==> src/hdl/rarp_pkg.sv <==
// shared types and constants for the array request parser
package rarp_pkg;

  // default bounds of the element count and element length
  localparam int unsigned DEF_COUNT_BITS  = 16;
  localparam int unsigned DEF_LENGTH_BITS = 32;

  // width of the element index field
  localparam int unsigned INDEX_BITS = 16;

  // characters of the wire format
  localparam logic [7:0] CHAR_ZERO  = 8'h30;
  localparam logic [7:0] CHAR_NINE  = 8'h39;
  localparam logic [7:0] CHAR_CR    = 8'h0d;
  localparam logic [7:0] CHAR_LF    = 8'h0a;
  localparam logic [7:0] CHAR_MINUS = 8'h2d;

  // result kinds
  typedef enum logic [1:0] {
    KIND_BYTE      = 2'd0,
    KIND_EMPTY_EL  = 2'd1,
    KIND_EMPTY_MSG = 2'd2,
    KIND_ERROR     = 2'd3
  } kind_e;

  // parser phases
  typedef enum logic [3:0] {
    PH_MARK      = 4'd0,
    PH_CNT_FIRST = 4'd1,
    PH_CNT       = 4'd2,
    PH_CNT_LF    = 4'd3,
    PH_EL_MARK   = 4'd4,
    PH_LEN       = 4'd5,
    PH_LEN_LF    = 4'd6,
    PH_PAYLOAD   = 4'd7,
    PH_TRAIL1    = 4'd8,
    PH_TRAIL2    = 4'd9,
    PH_WAIT      = 4'd10
  } phase_e;

endpackage

==> src/hdl/rarp_if.sv <==
// request byte channel and result channel interfaces
interface rarp_req_if;
  logic       valid;
  logic       ready;
  logic [7:0] data_byte;
  logic       start_req;

  modport source (output valid, output data_byte, output start_req, input ready);
  modport sink (input valid, input data_byte, input start_req, output ready);
endinterface

interface rarp_rsp_if;
  logic                                valid;
  logic                                ready;
  rarp_pkg::kind_e                     kind;
  logic [7:0]                          payload_byte;
  logic [rarp_pkg::INDEX_BITS-1:0]     element_index;
  logic                                first_of_element;
  logic                                last_of_element;
  logic                                last_of_message;

  modport source (output valid, output kind, output payload_byte, output element_index,
                  output first_of_element, output last_of_element,
                  output last_of_message, input ready);
  modport sink (input valid, input kind, input payload_byte, input element_index,
                input first_of_element, input last_of_element,
                input last_of_message, output ready);
endinterface

==> src/hdl/resp_array_request_parser.sv <==
// Parses an array of bulk strings one byte per cycle. A byte enters an input
// register, the next parser state and the result are formed from it
// combinationally, and a result lands in an output register: throughput is
// one byte per clock while the result side keeps up, and a result is offered
// on the result channel from the output register. A result left waiting on the
// result channel holds up every following byte, also those that give no result.
// Only bytes that produce a result (payload bytes, empty markers, errors)
// show up on the result channel; all other bytes just advance the state.
// After a format error the parser drops bytes until start_req is set.
module resp_array_request_parser #(
  parameter int unsigned COUNT_BITS  = rarp_pkg::DEF_COUNT_BITS,
  parameter int unsigned LENGTH_BITS = rarp_pkg::DEF_LENGTH_BITS
) (
  input  logic       clk_i,
  input  logic       rst_ni,
  rarp_req_if.sink   req_i,
  rarp_rsp_if.source rsp_o
);

  localparam int unsigned ACC_BITS = (COUNT_BITS > LENGTH_BITS) ? COUNT_BITS : LENGTH_BITS;
  localparam int unsigned MUL_BITS = ACC_BITS + 4;

  // input register
  logic       in_valid_q;
  logic [7:0] in_byte_q;
  logic       in_start_q;
  logic       step;
  logic       out_free;

  // parser state
  rarp_pkg::phase_e       phase_q, phase_d;
  logic [ACC_BITS-1:0]    acc_q, acc_d;
  logic [COUNT_BITS-1:0]  left_q, left_d;
  logic [COUNT_BITS-1:0]  cur_q, cur_d;
  logic [LENGTH_BITS-1:0] pay_q, pay_d;
  logic                   neg_q, neg_d;

  // result of this step
  logic                           res_valid;
  rarp_pkg::kind_e                res_kind;
  logic [7:0]                     res_byte;
  logic [rarp_pkg::INDEX_BITS-1:0] res_index;
  logic                           res_first;
  logic                           res_last;
  logic                           res_last_msg;

  // output register
  logic                           out_valid_q;
  rarp_pkg::kind_e                out_kind_q;
  logic [7:0]                     out_byte_q;
  logic [rarp_pkg::INDEX_BITS-1:0] out_index_q;
  logic                           out_first_q;
  logic                           out_last_q;
  logic                           out_last_msg_q;

  // decimal accumulate
  logic                is_digit;
  logic [3:0]          digit_val;
  logic [MUL_BITS-1:0] acc_wide;
  logic [MUL_BITS-1:0] acc_ten;
  logic                cnt_over;
  logic                len_over;
  logic                last_byte;
  logic                last_elem;

  // handshake
  assign out_free    = !out_valid_q || rsp_o.ready;
  assign step        = in_valid_q && out_free;
  assign req_i.ready = !in_valid_q || step;

  // input register
  always_ff @(posedge clk_i or negedge rst_ni) begin
    if (!rst_ni) begin
      in_valid_q <= 1'b0;
    end else if (req_i.ready) begin
      in_valid_q <= req_i.valid;
    end
  end

  always_ff @(posedge clk_i) begin
    if (req_i.ready && req_i.valid) begin
      in_byte_q  <= req_i.data_byte;
      in_start_q <= req_i.start_req;
    end
  end

  // accumulator times ten plus digit, with room to spot overflow
  assign is_digit  = (in_byte_q >= rarp_pkg::CHAR_ZERO) && (in_byte_q <= rarp_pkg::CHAR_NINE);
  assign digit_val = 4'(in_byte_q - rarp_pkg::CHAR_ZERO);
  assign acc_wide  = MUL_BITS'(acc_q);
  assign acc_ten   = (acc_wide << 3) + (acc_wide << 1) + MUL_BITS'(digit_val);
  assign cnt_over  = |acc_ten[MUL_BITS-1:COUNT_BITS];
  assign len_over  = |acc_ten[MUL_BITS-1:LENGTH_BITS];
  assign last_byte = (pay_q <= LENGTH_BITS'(1));
  assign last_elem = (left_q == COUNT_BITS'(1));

  // next state and result
  always_comb begin
    phase_d      = phase_q;
    acc_d        = acc_q;
    left_d       = left_q;
    cur_d        = cur_q;
    pay_d        = pay_q;
    neg_d        = neg_q;
    res_valid    = 1'b0;
    res_kind     = rarp_pkg::KIND_BYTE;
    res_byte     = 8'd0;
    res_index    = rarp_pkg::INDEX_BITS'(cur_q);
    res_first    = 1'b0;
    res_last     = 1'b0;
    res_last_msg = 1'b0;

    if (in_start_q || phase_q == rarp_pkg::PH_MARK) begin
      phase_d = rarp_pkg::PH_CNT_FIRST;
      acc_d   = '0;
      left_d  = '0;
      cur_d   = '0;
      pay_d   = '0;
      neg_d   = 1'b0;
    end else begin
      case (phase_q)
        rarp_pkg::PH_CNT_FIRST, rarp_pkg::PH_CNT: begin
          if (phase_q == rarp_pkg::PH_CNT_FIRST && in_byte_q == rarp_pkg::CHAR_MINUS) begin
            neg_d   = 1'b1;
            phase_d = rarp_pkg::PH_CNT;
          end else if (is_digit) begin
            if (cnt_over) begin
              phase_d   = rarp_pkg::PH_WAIT;
              res_valid = 1'b1;
              res_kind  = rarp_pkg::KIND_ERROR;
            end else begin
              acc_d   = acc_ten[ACC_BITS-1:0];
              phase_d = rarp_pkg::PH_CNT;
            end
          end else if (in_byte_q == rarp_pkg::CHAR_CR) begin
            phase_d = rarp_pkg::PH_CNT_LF;
          end else begin
            phase_d   = rarp_pkg::PH_WAIT;
            res_valid = 1'b1;
            res_kind  = rarp_pkg::KIND_ERROR;
          end
        end
        rarp_pkg::PH_CNT_LF: begin
          if (in_byte_q != rarp_pkg::CHAR_LF) begin
            phase_d   = rarp_pkg::PH_WAIT;
            res_valid = 1'b1;
            res_kind  = rarp_pkg::KIND_ERROR;
          end else if (neg_q || acc_q == '0) begin
            // nothing to parse: one empty message marker
            phase_d      = rarp_pkg::PH_MARK;
            acc_d        = '0;
            res_valid    = 1'b1;
            res_kind     = rarp_pkg::KIND_EMPTY_MSG;
            res_index    = '0;
            res_last_msg = 1'b1;
          end else begin
            left_d  = acc_q[COUNT_BITS-1:0];
            cur_d   = '0;
            acc_d   = '0;
            phase_d = rarp_pkg::PH_EL_MARK;
          end
        end
        rarp_pkg::PH_EL_MARK: begin
          acc_d   = '0;
          phase_d = rarp_pkg::PH_LEN;
        end
        rarp_pkg::PH_LEN: begin
          if (is_digit) begin
            if (len_over) begin
              phase_d   = rarp_pkg::PH_WAIT;
              res_valid = 1'b1;
              res_kind  = rarp_pkg::KIND_ERROR;
            end else begin
              acc_d = acc_ten[ACC_BITS-1:0];
            end
          end else if (in_byte_q == rarp_pkg::CHAR_CR) begin
            phase_d = rarp_pkg::PH_LEN_LF;
          end else begin
            phase_d   = rarp_pkg::PH_WAIT;
            res_valid = 1'b1;
            res_kind  = rarp_pkg::KIND_ERROR;
          end
        end
        rarp_pkg::PH_LEN_LF: begin
          if (in_byte_q != rarp_pkg::CHAR_LF) begin
            phase_d   = rarp_pkg::PH_WAIT;
            res_valid = 1'b1;
            res_kind  = rarp_pkg::KIND_ERROR;
          end else if (acc_q == '0) begin
            // empty element still has its trailer to skip
            phase_d      = rarp_pkg::PH_TRAIL1;
            res_valid    = 1'b1;
            res_kind     = rarp_pkg::KIND_EMPTY_EL;
            res_last     = 1'b1;
            res_last_msg = last_elem;
          end else begin
            pay_d   = acc_q[LENGTH_BITS-1:0];
            phase_d = rarp_pkg::PH_PAYLOAD;
          end
        end
        rarp_pkg::PH_PAYLOAD: begin
          res_valid    = 1'b1;
          res_kind     = rarp_pkg::KIND_BYTE;
          res_byte     = in_byte_q;
          res_first    = (pay_q == acc_q[LENGTH_BITS-1:0]);
          res_last     = last_byte;
          res_last_msg = last_byte && last_elem;
          pay_d        = (pay_q != '0) ? pay_q - LENGTH_BITS'(1) : '0;
          if (last_byte) begin
            phase_d = rarp_pkg::PH_TRAIL1;
          end
        end
        rarp_pkg::PH_TRAIL1: begin
          phase_d = rarp_pkg::PH_TRAIL2;
        end
        rarp_pkg::PH_TRAIL2: begin
          left_d  = (left_q != '0) ? left_q - COUNT_BITS'(1) : '0;
          cur_d   = cur_q + COUNT_BITS'(1);
          acc_d   = '0;
          phase_d = (left_q <= COUNT_BITS'(1)) ? rarp_pkg::PH_MARK : rarp_pkg::PH_EL_MARK;
        end
        default: begin
          // waiting for a start request
        end
      endcase
    end
  end

  // parser state registers
  always_ff @(posedge clk_i or negedge rst_ni) begin
    if (!rst_ni) begin
      phase_q <= rarp_pkg::PH_MARK;
      acc_q   <= '0;
      left_q  <= '0;
      cur_q   <= '0;
      pay_q   <= '0;
      neg_q   <= 1'b0;
    end else if (step) begin
      phase_q <= phase_d;
      acc_q   <= acc_d;
      left_q  <= left_d;
      cur_q   <= cur_d;
      pay_q   <= pay_d;
      neg_q   <= neg_d;
    end
  end

  // output register
  always_ff @(posedge clk_i or negedge rst_ni) begin
    if (!rst_ni) begin
      out_valid_q <= 1'b0;
    end else if (out_free) begin
      out_valid_q <= step && res_valid;
    end
  end

  always_ff @(posedge clk_i) begin
    if (step && res_valid) begin
      out_kind_q     <= res_kind;
      out_byte_q     <= res_byte;
      out_index_q    <= res_index;
      out_first_q    <= res_first;
      out_last_q     <= res_last;
      out_last_msg_q <= res_last_msg;
    end
  end

  assign rsp_o.valid            = out_valid_q;
  assign rsp_o.kind             = out_kind_q;
  assign rsp_o.payload_byte     = out_byte_q;
  assign rsp_o.element_index    = out_index_q;
  assign rsp_o.first_of_element = out_first_q;
  assign rsp_o.last_of_element  = out_last_q;
  assign rsp_o.last_of_message  = out_last_msg_q;

  // an error transaction always leaves the parser waiting for start
  a_err_wait: assert property (@(posedge clk_i) disable iff (!rst_ni)
    step && res_valid && res_kind == rarp_pkg::KIND_ERROR |=> phase_q == rarp_pkg::PH_WAIT)
    else $error("error result did not park the parser");

  // payload phase never runs with nothing left to stream
  a_pay_left: assert property (@(posedge clk_i) disable iff (!rst_ni)
    phase_q == rarp_pkg::PH_PAYLOAD |-> pay_q != '0)
    else $error("payload phase with zero bytes left");

  // element phases always have at least one element outstanding
  a_elem_left: assert property (@(posedge clk_i) disable iff (!rst_ni)
    (phase_q == rarp_pkg::PH_EL_MARK || phase_q == rarp_pkg::PH_LEN ||
     phase_q == rarp_pkg::PH_LEN_LF || phase_q == rarp_pkg::PH_PAYLOAD ||
     phase_q == rarp_pkg::PH_TRAIL1 || phase_q == rarp_pkg::PH_TRAIL2) |-> left_q != '0)
    else $error("element phase with no elements left");

  // a held input byte is not lost while the result side stalls
  a_in_hold: assert property (@(posedge clk_i) disable iff (!rst_ni)
    in_valid_q && !step |=> in_valid_q && $stable(in_byte_q))
    else $error("stalled input byte dropped");

  // a message end on a payload byte is also an element end
  a_msg_end: assert property (@(posedge clk_i) disable iff (!rst_ni)
    out_valid_q && out_kind_q == rarp_pkg::KIND_BYTE && out_last_msg_q |-> out_last_q)
    else $error("message end without element end");

endmodule
==> src/flat_wrapper.sv <==
// flat-port wrapper written by rule: the top's interface ports become plain ports
module resp_array_request_parser_flat 
#(
  parameter int unsigned COUNT_BITS  = rarp_pkg::DEF_COUNT_BITS,
  parameter int unsigned LENGTH_BITS = rarp_pkg::DEF_LENGTH_BITS
)
  (clk_i, rst_ni, req_i_valid, req_i_data_byte, req_i_start_req, req_i_ready, rsp_o_valid, rsp_o_kind, rsp_o_payload_byte, rsp_o_element_index, rsp_o_first_of_element, rsp_o_last_of_element, rsp_o_last_of_message, rsp_o_ready);
  rarp_req_if req_i_i ();
  rarp_rsp_if rsp_o_i ();
  input  logic clk_i;
  input  logic rst_ni;
  input wire logic [$bits(req_i_i.valid)-1:0] req_i_valid;
  input wire logic [$bits(req_i_i.data_byte)-1:0] req_i_data_byte;
  input wire logic [$bits(req_i_i.start_req)-1:0] req_i_start_req;
  output wire logic [$bits(req_i_i.ready)-1:0] req_i_ready;
  output wire logic [$bits(rsp_o_i.valid)-1:0] rsp_o_valid;
  output wire logic [$bits(rsp_o_i.kind)-1:0] rsp_o_kind;
  output wire logic [$bits(rsp_o_i.payload_byte)-1:0] rsp_o_payload_byte;
  output wire logic [$bits(rsp_o_i.element_index)-1:0] rsp_o_element_index;
  output wire logic [$bits(rsp_o_i.first_of_element)-1:0] rsp_o_first_of_element;
  output wire logic [$bits(rsp_o_i.last_of_element)-1:0] rsp_o_last_of_element;
  output wire logic [$bits(rsp_o_i.last_of_message)-1:0] rsp_o_last_of_message;
  input wire logic [$bits(rsp_o_i.ready)-1:0] rsp_o_ready;
  assign req_i_i.valid = req_i_valid;
  assign req_i_i.data_byte = req_i_data_byte;
  assign req_i_i.start_req = req_i_start_req;
  assign req_i_ready = req_i_i.ready;
  assign rsp_o_valid = rsp_o_i.valid;
  assign rsp_o_kind = rsp_o_i.kind;
  assign rsp_o_payload_byte = rsp_o_i.payload_byte;
  assign rsp_o_element_index = rsp_o_i.element_index;
  assign rsp_o_first_of_element = rsp_o_i.first_of_element;
  assign rsp_o_last_of_element = rsp_o_i.last_of_element;
  assign rsp_o_last_of_message = rsp_o_i.last_of_message;
  assign rsp_o_i.ready = rsp_o_ready;
  resp_array_request_parser #(.COUNT_BITS(COUNT_BITS), .LENGTH_BITS(LENGTH_BITS)) u_core (.clk_i(clk_i), .rst_ni(rst_ni), .req_i(req_i_i), .rsp_o(rsp_o_i));
endmodule
==> config.mk <==
export PLATFORM = sky130hd
export DESIGN_NAME = resp_array_request_parser_flat
export DESIGN_NICKNAME = d
export VERILOG_FILES = /design/src/hdl/rarp_pkg.sv /design/src/hdl/rarp_if.sv /design/src/hdl/resp_array_request_parser.sv /design/src/flat_wrapper.sv
export SDC_FILE = /design/constraint.sdc
export NUM_CORES = 1
export LEC_CHECK = 0
export BUFFER_PORTS_ARGS = -buffer_cell sky130_fd_sc_hd__buf_2
export CAP_MARGIN = 20
export CORE_MARGIN = 5
export CORE_UTILIZATION = 60
export DETAILED_ROUTE_END_ITERATION = 12
export PLACE_DENSITY = 0.76
export SYNTH_ARGS = -nofsm -noshare
export SYNTH_HDL_FRONTEND = slang
export SYNTH_SLANG_ARGS = --single-unit
==> constraint.sdc <==
create_clock -name clk_i -period 7 [get_ports clk_i]
set_clock_uncertainty 0.05 [all_clocks]
set_input_delay 1.4 -clock clk_i [delete_from_list [all_inputs] [get_ports clk_i]]
set_output_delay 1.4 -clock clk_i [all_outputs]
set_load 0.02 [all_outputs]
==> results of run 1 <==
synth_stat cells (5+ instances only):
library cell	count
sky130_fd_sc_hd__nor2_1	115
sky130_fd_sc_hd__a32oi_1	8
sky130_fd_sc_hd__o31ai_1	11
sky130_fd_sc_hd__mux2_4	27
sky130_fd_sc_hd__a21oi_1	81
sky130_fd_sc_hd__inv_1	19
sky130_fd_sc_hd__o21a_1	5
sky130_fd_sc_hd__a22oi_1	24
sky130_fd_sc_hd__and2_1	25
sky130_fd_sc_hd__nor2b_1	9
sky130_fd_sc_hd__clkbuf_1	50
sky130_fd_sc_hd__xor2_1	57
sky130_fd_sc_hd__ha_1	68
sky130_fd_sc_hd__or3_1	10
sky130_fd_sc_hd__o21bai_1	5
sky130_fd_sc_hd__edfxtp_1	38
sky130_fd_sc_hd__a21o_1	14
sky130_fd_sc_hd__nand4_1	13
sky130_fd_sc_hd__xnor2_1	18
sky130_fd_sc_hd__nand2_1	115
sky130_fd_sc_hd__nor4b_1	6
sky130_fd_sc_hd__or4_1	6
sky130_fd_sc_hd__nand3_1	22
sky130_fd_sc_hd__a211oi_1	8
sky130_fd_sc_hd__o211ai_1	9
sky130_fd_sc_hd__o22ai_1	5
sky130_fd_sc_hd__a211o_1	5
sky130_fd_sc_hd__nand2b_1	7
sky130_fd_sc_hd__dfrtp_1	103
sky130_fd_sc_hd__nor4_1	34
sky130_fd_sc_hd__a31oi_1	7
sky130_fd_sc_hd__o21ai_0	131
sky130_fd_sc_hd__and3_1	21
sky130_fd_sc_hd__nor3_1	42
registers in the layout (all words and copies together) (netlist names):
| register | count |
|---|---|
| u_core.neg_q | 1 |
| u_core.rsp_o.valid | 1 |
| u_core.rsp_o.payload_byte | 8 |
| u_core.rsp_o.last_of_message | 1 |
| u_core.in_byte_q | 8 |
| u_core.cur_q | 16 |
| u_core.rsp_o.element_index | 16 |
| u_core.in_valid_q | 1 |
| u_core.in_start_q | 1 |
| u_core.rsp_o.first_of_element | 1 |
| u_core.rsp_o.kind | 2 |
| u_core.left_q | 16 |
| u_core.rsp_o.last_of_element | 1 |
| u_core.acc_q | 32 |
| u_core.pay_q | 32 |
| u_core.phase_q | 4 |
area by class of cell:
cell class / count / share of cell area (%)
Multi-Input combinational cell: 961 / 55.79
Sequential cell: 141 / 32.99
Clock buffer: 17 / 3.774
Timing Repair Buffer: 55 / 2.731
Tap cell: 225 / 2.497
Clock inverter: 15 / 1.554
Inverter: 20 / 0.6660
routing by layer:
metal	global-route usage, %	up-vias	routed length (um)
met4	10.30	2	856
li1	-	4392	-
met5	0	-	13
met3	6.513	73	2321
met2	44.70	424	12760
met1	40.66	4487	12620
critical path: cells and delay by family, from the launching register on:
family,cells,cell delay (ns)
compound gates,7,1.94
fa+ha+maj,2,0.82
simple gates,3,0.85
flops,1,0.50
buf+inv,3,0.53
worst paths after layout:
kind / startpoint / to / slack (ns)
worst min-delay path: u_core.cur_q[15] / u_core.cur_q[15] / 0.46
max in group asynchronous: rst_ni / u_core.left_q[15] / 4.72
min in group asynchronous: rst_ni / u_core.pay_q[26] / 0.89
worst max-delay path: u_core.acc_q[0] / u_core.rsp_o.last_of_element / 1.96
worst max register to register: u_core.acc_q[0] / u_core.rsp_o.last_of_element / 1.96
worst min register to register: u_core.cur_q[15] / u_core.cur_q[15] / 0.46
power breakdown:
group,total (mW),internal (mW),switching (mW)
Clock,0.931,0.538,0.393
Combinational,1.71,0.657,1.05
Sequential,1.21,0.981,0.233
Total,3.85,2.18,1.68
per-stage QoR:
step,area (um^2),power [mW]
5_1_grt,11270,4.083
4_1_cts,11260,3.821
2_1_floorplan,10310,2.456
6_report,11270,3.855
3_3_place_gp,10660,2.847
3_5_place_dp,10660,2.885
cell families after synthesis:
kind of cell             synth area share (%)
AND/OR/NAND/NOR                         20.87
AO/OA/AOI/OAI                           20.32
flip-flops                              36.08
buffers and inverters                   3.059
XOR/XNOR                                6.374
adder cells (fa/ha/maj)                 8.644
multiplexers                            4.650
==> impl_summary.txt, run 1 <==
----------------------------------------------------
[Outcome]
  Outcome ... completed

[Place]
  Count of port buffers added during placement ... 43
  Detailed placement HPWL ... 20690 um
  Post-placement cell count ... 1401
  Final RePlAce weighted congestion ... 0.9903
  Pre-CTS setup slack ... 2.024 ns

[Finish]
  Multi-input logic area ... 6289 um^2
  Proportion of layout cells with a drive suffix above 1 ... 10.67%
  Synth-to-Final Area Change ... 9.373%
  Most frequent standard cell in the layout excluding fill and tap cells ... sky130_fd_sc_hd__o21ai_0
  Antenna Cells ... 0
  Commonest cells after routing, fill and taps aside ... 129 x sky130_fd_sc_hd__o21ai_0, 115 x sky130_fd_sc_hd__nor2_1, 115 x sky130_fd_sc_hd__nand2_1
  Final Util ... approximately 66%
  Count of filler cells inserted in the layout ... between 1k and 1.5k
  NumNets Final ... 1279
  Area used by sequential logic in the layout ... between 3000 and 4000 um^2
  Non-filler instance count after layout ... 1434

[STA]
  Measured slew at the worst slew-check pin ... 1.086 ns
  Final Slew Violations ... 0
  Final period utilization ... 72.02%
  Maximum operating frequency ... 198.4 MHz
  Worst-case setup margin in the final layout ... 1.958 ns
  Setup TNS ... 0 ns
  Post-layout min period ... between 5 and 6 ns
  Max_slew headroom ... between 20% and 30%
  Unrepaired setup endpoints after global routing ... false
  Worst hold slack ... 0.4607 ns
  Total of endpoints with negative setup slack in the final report ... 0
  Hold Violations, Final ... 0

[Clock network]
  Number of H-tree levels ... 4
  Number of gates resized after cts ... 0
  Largest buffer count on any clock path ... 2
  Clock latency of the later-clocked register in the worst-skew pair ... 0.43 ns
  Total clock buffers created by CTS ... 17
  Clock transition at the register clock pins on the worst setup and hold paths after CTS ... around 0.06 ns
  Clock Sinks ... 141
  Count of buffers added by post-CTS timing repair for setup ... 0
  Clock tree from TritonCTS ... built
  Clock Root Buffer ... sky130_fd_sc_hd__clkbuf_16
  CTS Hold Bufs ... 0

[Critical path]
  Crit-path cells ... inv_1 > fa_1 > inv_1 > ha_1 > a211oi_1 > o21ai_0 > a31oi_1 > o221ai_1 > a31oi_1 > nor3_1 > or3b_2 > and4_1 > a211o_1 > o21ai_2 > buf_4
  Reg2Reg Depth ... 15
  CP max-delay cell ... sky130_fd_sc_hd__fa_1
  Crit path capture type ... flop
  Launching element type of the critical path ... flop
  Slowest cell delay on critical path ... 0.51 ns
  Maximum fanout along the worst path ... 29
  Required time of the critical path ... 7.04 ns
  Start-to-end type of the worst setup path ... flop to flop
  Signal arrival time at the worst endpoint ... 5.08 ns

[Route]
  Remaining number of nets flagged by the antenna check after routing ... 0
  Routed via count ... 9378
  Number of iterations in the first detailed-routing pass ... 5
  Number of remaining DRC errors ... 0
  WL final ... 28570 um
  Drt first-iter violations ... 1166
  Routed wire per std cell ... 19.92 um
  Post-DR vias/cell ... 6.540

[Hold path]
  Hold/Removal Path Class ... flop to flop
  Count of cells along the worst hold path ... 1

[Global routing]
  Final global-route overflow total ... 0
  Number of antenna violations at the first check in global routing ... 1
  Global-route wire length before repair ... about 47000 um
  Pin count of the biggest net entering global routing ... 68
  Via count of the first global-routing pass ... approximately 9k
  Total track usage ... 29.09%

[Logic synthesis]
  Most used DFF post-synth ... sky130_fd_sc_hd__dfrtp_1
  Synth area leaders ... sky130_fd_sc_hd__dfrtp_1 25%, sky130_fd_sc_hd__edfxtp_1 11%, sky130_fd_sc_hd__ha_1 8.3%, sky130_fd_sc_hd__o21ai_0 6.4%, sky130_fd_sc_hd__xor2_1 4.8%
  Number of distinct library cells after synthesis ... 73
  Proportion of synthesized chip area in sequential cells ... between 30% and 40%
  Area share of the largest cell type after synthesis ... 25.01%
  Netlist Area Pre-Place ... just over 10000 um^2
  Count of state elements after synthesis ... 141
  Count of yosys warnings during synthesis ... 0
  Number of synthesized flops with an enable pin ... 38
  Gate count of the mapped netlist ... 1179
  Library cell occupying the most area in the post-synthesis netlist ... sky130_fd_sc_hd__dfrtp_1
  Syn nets ... 1262
  Average instance area after synthesis ... 8.741 um^2
  Ys async rst share ... about three quarters

[Die]
  Y dimension of the die ... ~140 um
  Starting utilization of the core area ... between 60% and 70%
  Horizontal die dimension ... 141.1 um
  I/O pin cnt ... 44
  Std-Cell Core Area ... 17060 um^2
  Row count ... 48
  Full die area ... slightly below 20000 um^2

[Run]
  Max-cap violation count ... 0

[Power and ir drop]
  Max rail drop VDD ... ~0.00024 V
  Leak ... 5.210 nW
  PwrDens ... 342.0 nW/um^2

----------------------------------------------------
Note: power is estimated with default switching activity, not from simulation.
==> run 2: changes to the inputs <==
--- a/config.mk
+++ b/config.mk
@@ -5,12 +5,13 @@
 export SDC_FILE = /design/constraint.sdc
 export NUM_CORES = 1
 export LEC_CHECK = 0
+export ABC_AREA = 1
 export BUFFER_PORTS_ARGS = -buffer_cell sky130_fd_sc_hd__buf_2
 export CAP_MARGIN = 20
 export CORE_MARGIN = 5
-export CORE_UTILIZATION = 60
+export CORE_UTILIZATION = 57
 export DETAILED_ROUTE_END_ITERATION = 12
-export PLACE_DENSITY = 0.76
+export PLACE_DENSITY = 0.75
 export SYNTH_ARGS = -nofsm -noshare
 export SYNTH_HDL_FRONTEND = slang
 export SYNTH_SLANG_ARGS = --single-unit
==> constraint.sdc (replaced) <==
create_clock -name clk_i -period 4.4 [get_ports clk_i]
set_clock_uncertainty 0.05 [all_clocks]
set_input_delay 0.88 -clock clk_i [delete_from_list [all_inputs] [get_ports clk_i]]
set_output_delay 0.88 -clock clk_i [all_outputs]
set_load 0.02 [all_outputs]
==> run 2 against run 1 <==
Combinational power is 51% higher. Die area is 13% higher. Critical endpoint is now u_core.rsp_o.element_index[10]. Clock-buffer cell count stayed put.
==> impl_summary.txt, run 2 <==
----------------------------------------------------
[Outcome]
  Outcome ... completed

[Route]
  Routed via count ... 10.78k (+15%)
  Routed wire per std cell ... 16.96 um (-15%)
  Number of remaining DRC errors ... 0 (unchanged)
  Remaining number of nets flagged by the antenna check after routing ... 0 (unchanged)
  Drt first-iter violations ... 1127 (-3.3%)
  Number of iterations in the first detailed-routing pass ... 5 (unchanged)
  WL final ... 32400 um (+13%)
  Post-DR vias/cell ... 5.642 (-14%)

[Global routing]
  Total track usage ... 29.20% (+0.10 points)
  Final global-route overflow total ... 0 (unchanged)
  Via count of the first global-routing pass ... 10.13k (+15%)
  Number of antenna violations at the first check in global routing ... 0 (-1)
  Pin count of the biggest net entering global routing ... 56 (-18%)
  Global-route wire length before repair ... 52140 um (+12%)

[Finish]
  Synth-to-Final Area Change ... 11.48%
  Leading registers by flop count ... u_core.acc_q x32, u_core.pay_q x32
  Area used by sequential logic in the layout ... 3719 um^2 (unchanged)
  Most frequent standard cell in the layout excluding fill and tap cells ... sky130_fd_sc_hd__nand2_1
  Antenna Cells ... 0 (unchanged)
  Commonest cells after routing, fill and taps aside ... 384 x sky130_fd_sc_hd__nand2_1, 231 x sky130_fd_sc_hd__inv_1, 145 x sky130_fd_sc_hd__nor2_1
  Proportion of layout cells with a drive suffix above 1 ... 13.85% (+3.2 points)
  Count of filler cells inserted in the layout ... 1734 (+22%)
  Post-Layout Inst Area ... 12470 um^2 (+11%)
  Multi-input logic area ... 6349 um^2 (+0.96%)
  NumNets Final ... 1716 (+34%)

[Clock network]
  Clock tree from TritonCTS ... built
  CTS Hold Bufs ... 0 (unchanged)
  Clock transition at the register clock pins on the worst setup and hold paths after CTS ... 0.08 ns (+0.02 ns)
  Number of gates resized after cts ... 0 (unchanged)
  Clock Root Buffer ... sky130_fd_sc_hd__clkbuf_16
  Count of buffers added by post-CTS timing repair for setup ... 0 (unchanged)
  Total clock buffers created by CTS ... 17 (unchanged)
  Largest buffer count on any clock path ... 2 (unchanged)
  Clock latency of the later-clocked register in the worst-skew pair ... 0.43 ns (about the same)
  Number of H-tree levels ... 4 (unchanged)
  Clock Sinks ... 141 (unchanged)

[Run]
  Max-cap violation count ... 0 (unchanged)

[Logic synthesis]
  Synth area leaders ... sky130_fd_sc_hd__dfrtp_1 23%, sky130_fd_sc_hd__nand2_1 13%, sky130_fd_sc_hd__edfxtp_1 10%, sky130_fd_sc_hd__inv_1 7.8%, sky130_fd_sc_hd__ha_1 7.6%
  Ys async rst share ... 73.05% (unchanged)
  Average instance area after synthesis ... 7.124 um^2 (-19%)
  Gate count of the mapped netlist ... 1570 (+33%)
  Proportion of synthesized chip area in sequential cells ... 33.25% (-2.8 points)
  Number of distinct library cells after synthesis ... 52 (-29%)
  Count of state elements after synthesis ... 141 (unchanged)
  Area share of the largest cell type after synthesis ... 23.05% (-2.0 points)
  Count of yosys warnings during synthesis ... 0 (unchanged)
  Top cells by instance count after synthesis ... 384 x sky130_fd_sc_hd__nand2_1, 231 x sky130_fd_sc_hd__inv_1, 145 x sky130_fd_sc_hd__nor2_1, 103 x sky130_fd_sc_hd__dfrtp_1, 82 x sky130_fd_sc_hd__a21oi_1
  Number of synthesized flops with an enable pin ... 38 (unchanged)
  Most used DFF post-synth ... sky130_fd_sc_hd__dfrtp_1
  Syn nets ... 1653 (+31%)
  Netlist Area Pre-Place ... 11180 um^2 (+8.5%)
  Cell with the most instances after synthesis ... sky130_fd_sc_hd__nand2_1
  Library cell occupying the most area in the post-synthesis netlist ... sky130_fd_sc_hd__dfrtp_1

[Place]
  Detailed placement HPWL ... 24720 um (+20%)
  Total placed instance area ... 11800 um^2 (+11%)
  Final RePlAce weighted congestion ... 1.019 (+2.9%)
  Count of port buffers added during placement ... 43 (unchanged)

[STA]
  Maximum operating frequency ... 256.8 MHz (+29%)
  Setup TNS ... 0 ns (unchanged)
  Post-layout min period ... 3.894 ns (-1.148 ns)
  Total of endpoints with negative setup slack in the final report ... 0 (unchanged)
  Measured slew at the worst slew-check pin ... 0.9487 ns (-0.1377 ns)
  Max_slew headroom ... 36.52% (+9.2 points)
  Final period utilization ... 88.49% (+16 points)
  Hold Violations, Final ... 0 (unchanged)
  Unrepaired setup endpoints after global routing ... false
  Final Slew Violations ... 0 (unchanged)

[Die]
  Horizontal die dimension ... 150.1 um (+6.4%)
  Full die area ... 22520 um^2 (+13%)
  Row count ... 51 (+6.3%)
  Y dimension of the die ... 150.1 um (+6.4%)
  I/O pin cnt ... 44 (unchanged)
  Starting utilization of the core area ... 57.66% (-2.8 points)
  Std-Cell Core Area ... 19400 um^2 (+14%)

[Power and ir drop]
  PwrDens ... 460.2 nW/um^2 (+35%)
  Leak ... 6.286 nW (+21%)
  Max rail drop VDD ... 0.0003574 V (+46%)

[Critical path]
  Crit path capture type ... flop
  Required time of the critical path ... 4.44 ns (-2.60 ns)
  Signal arrival time at the worst endpoint ... 3.94 ns (-1.14 ns)
  Start-to-end type of the worst setup path ... flop to flop
  Maximum fanout along the worst path ... 29 (unchanged)
  Reg-to-Reg Start ... u_core.in_byte_q[3]
  Worst Setup SP ... u_core.in_byte_q[3]
  Launching element type of the critical path ... flop

[Hold path]
  Hold/Removal Path Class ... input pin to async pin

----------------------------------------------------
## run 2: through the flow
stage	power [mW]	utilization [%]	hold slack (ns)	setup slack (ns)	instances
final	5.738	64.27	0.4575	0.5065	1911
after CTS	5.689	64.07	0.4761	0.4961	1909
after floorplan	3.508	-	0.4191	0.7563	1570
after detailed placement	4.168	60.83	0.4619	0.5555	1877
after global placement	4.137	60.83	0.4523	0.6112	1877
after global routing	6.081	64.27	0.5172	0.1934	1911
## run 2: layout make-up
| type | instances | share of cell area [%] |
|---|---|---|
| Clock buffer | 17 | 3.412 |
| Clock inverter | 15 | 1.636 |
| Inverter | 248 | 7.466 |
| Multi-Input combinational cell | 1148 | 50.92 |
| Sequential cell | 141 | 29.82 |
| Tap cell | 265 | 2.659 |
| Timing Repair Buffer | 77 | 4.084 |
## run 2: worst paths after layout
kind                                                  endpoint  slack, ns  depth (start not counted)
worst max-delay path            u_core.rsp_o.element_index[10]       0.51                         22
max in group asynchronous                     u_core.acc_q[20]       2.96                          2
worst min-delay path                          u_core.pay_q[26]       0.46                          1
min in group clk_i                            u_core.left_q[9]       0.48                          2
worst min register to register                u_core.left_q[9]       0.48                          2
worst max register to register  u_core.rsp_o.element_index[10]       0.51                         22
## run 2: kinds of logic after synthesis
logic type	synth area share (%)
simple gates	30.74
buf+inv	9.990
compound gates	14.06
flops	33.25
fa+ha+maj	7.965
xor+xnor	3.994
## run 2: worst max-delay path, cell delays in order (launching register included)
cell and delay, ns:
sky130_fd_sc_hd__edfxtp_1 0.37, sky130_fd_sc_hd__inv_1 0.09, sky130_fd_sc_hd__fa_1 0.54, sky130_fd_sc_hd__inv_1 0.07, sky130_fd_sc_hd__fa_1 0.43, sky130_fd_sc_hd__nand2_1 0.11, sky130_fd_sc_hd__nand2_1 0.09, sky130_fd_sc_hd__nand3b_1 0.09
sky130_fd_sc_hd__nand2_1 0.13, sky130_fd_sc_hd__nand2_1 0.09, sky130_fd_sc_hd__nand2_1 0.10, sky130_fd_sc_hd__nand2_1 0.10, sky130_fd_sc_hd__nand3_1 0.12, sky130_fd_sc_hd__nand2_1 0.13, sky130_fd_sc_hd__nand2_1 0.06, sky130_fd_sc_hd__nand2_1 0.06
sky130_fd_sc_hd__nor2_1 0.06, sky130_fd_sc_hd__nand3_2 0.12, sky130_fd_sc_hd__nand3_1 0.14, sky130_fd_sc_hd__nand3_1 0.11, sky130_fd_sc_hd__nand2_1 0.07, sky130_fd_sc_hd__inv_1 0.07, sky130_fd_sc_hd__buf_4 0.34
## run 2: report_power, final
part	total, mW	leakage, nW	internal [mW]	switching [mW]
Clock	1.51	0.302	0.825	0.682
Sequential	1.65	1.79	1.50	0.145
Combinational	2.58	4.20	0.867	1.71
Total	5.74	6.29	3.20	2.54
## run 2: metal layers
layer | share of wire (%) | wire length [um] | GRT usage [%]
met1 | 44 | 14220 | 40.78
met2 | 46 | 14930 | 46.54
met3 | 6.8 | 2204 | 4.361
met4 | 3.2 | 1043 | 9.927
met5 | 0 | 0 | 0
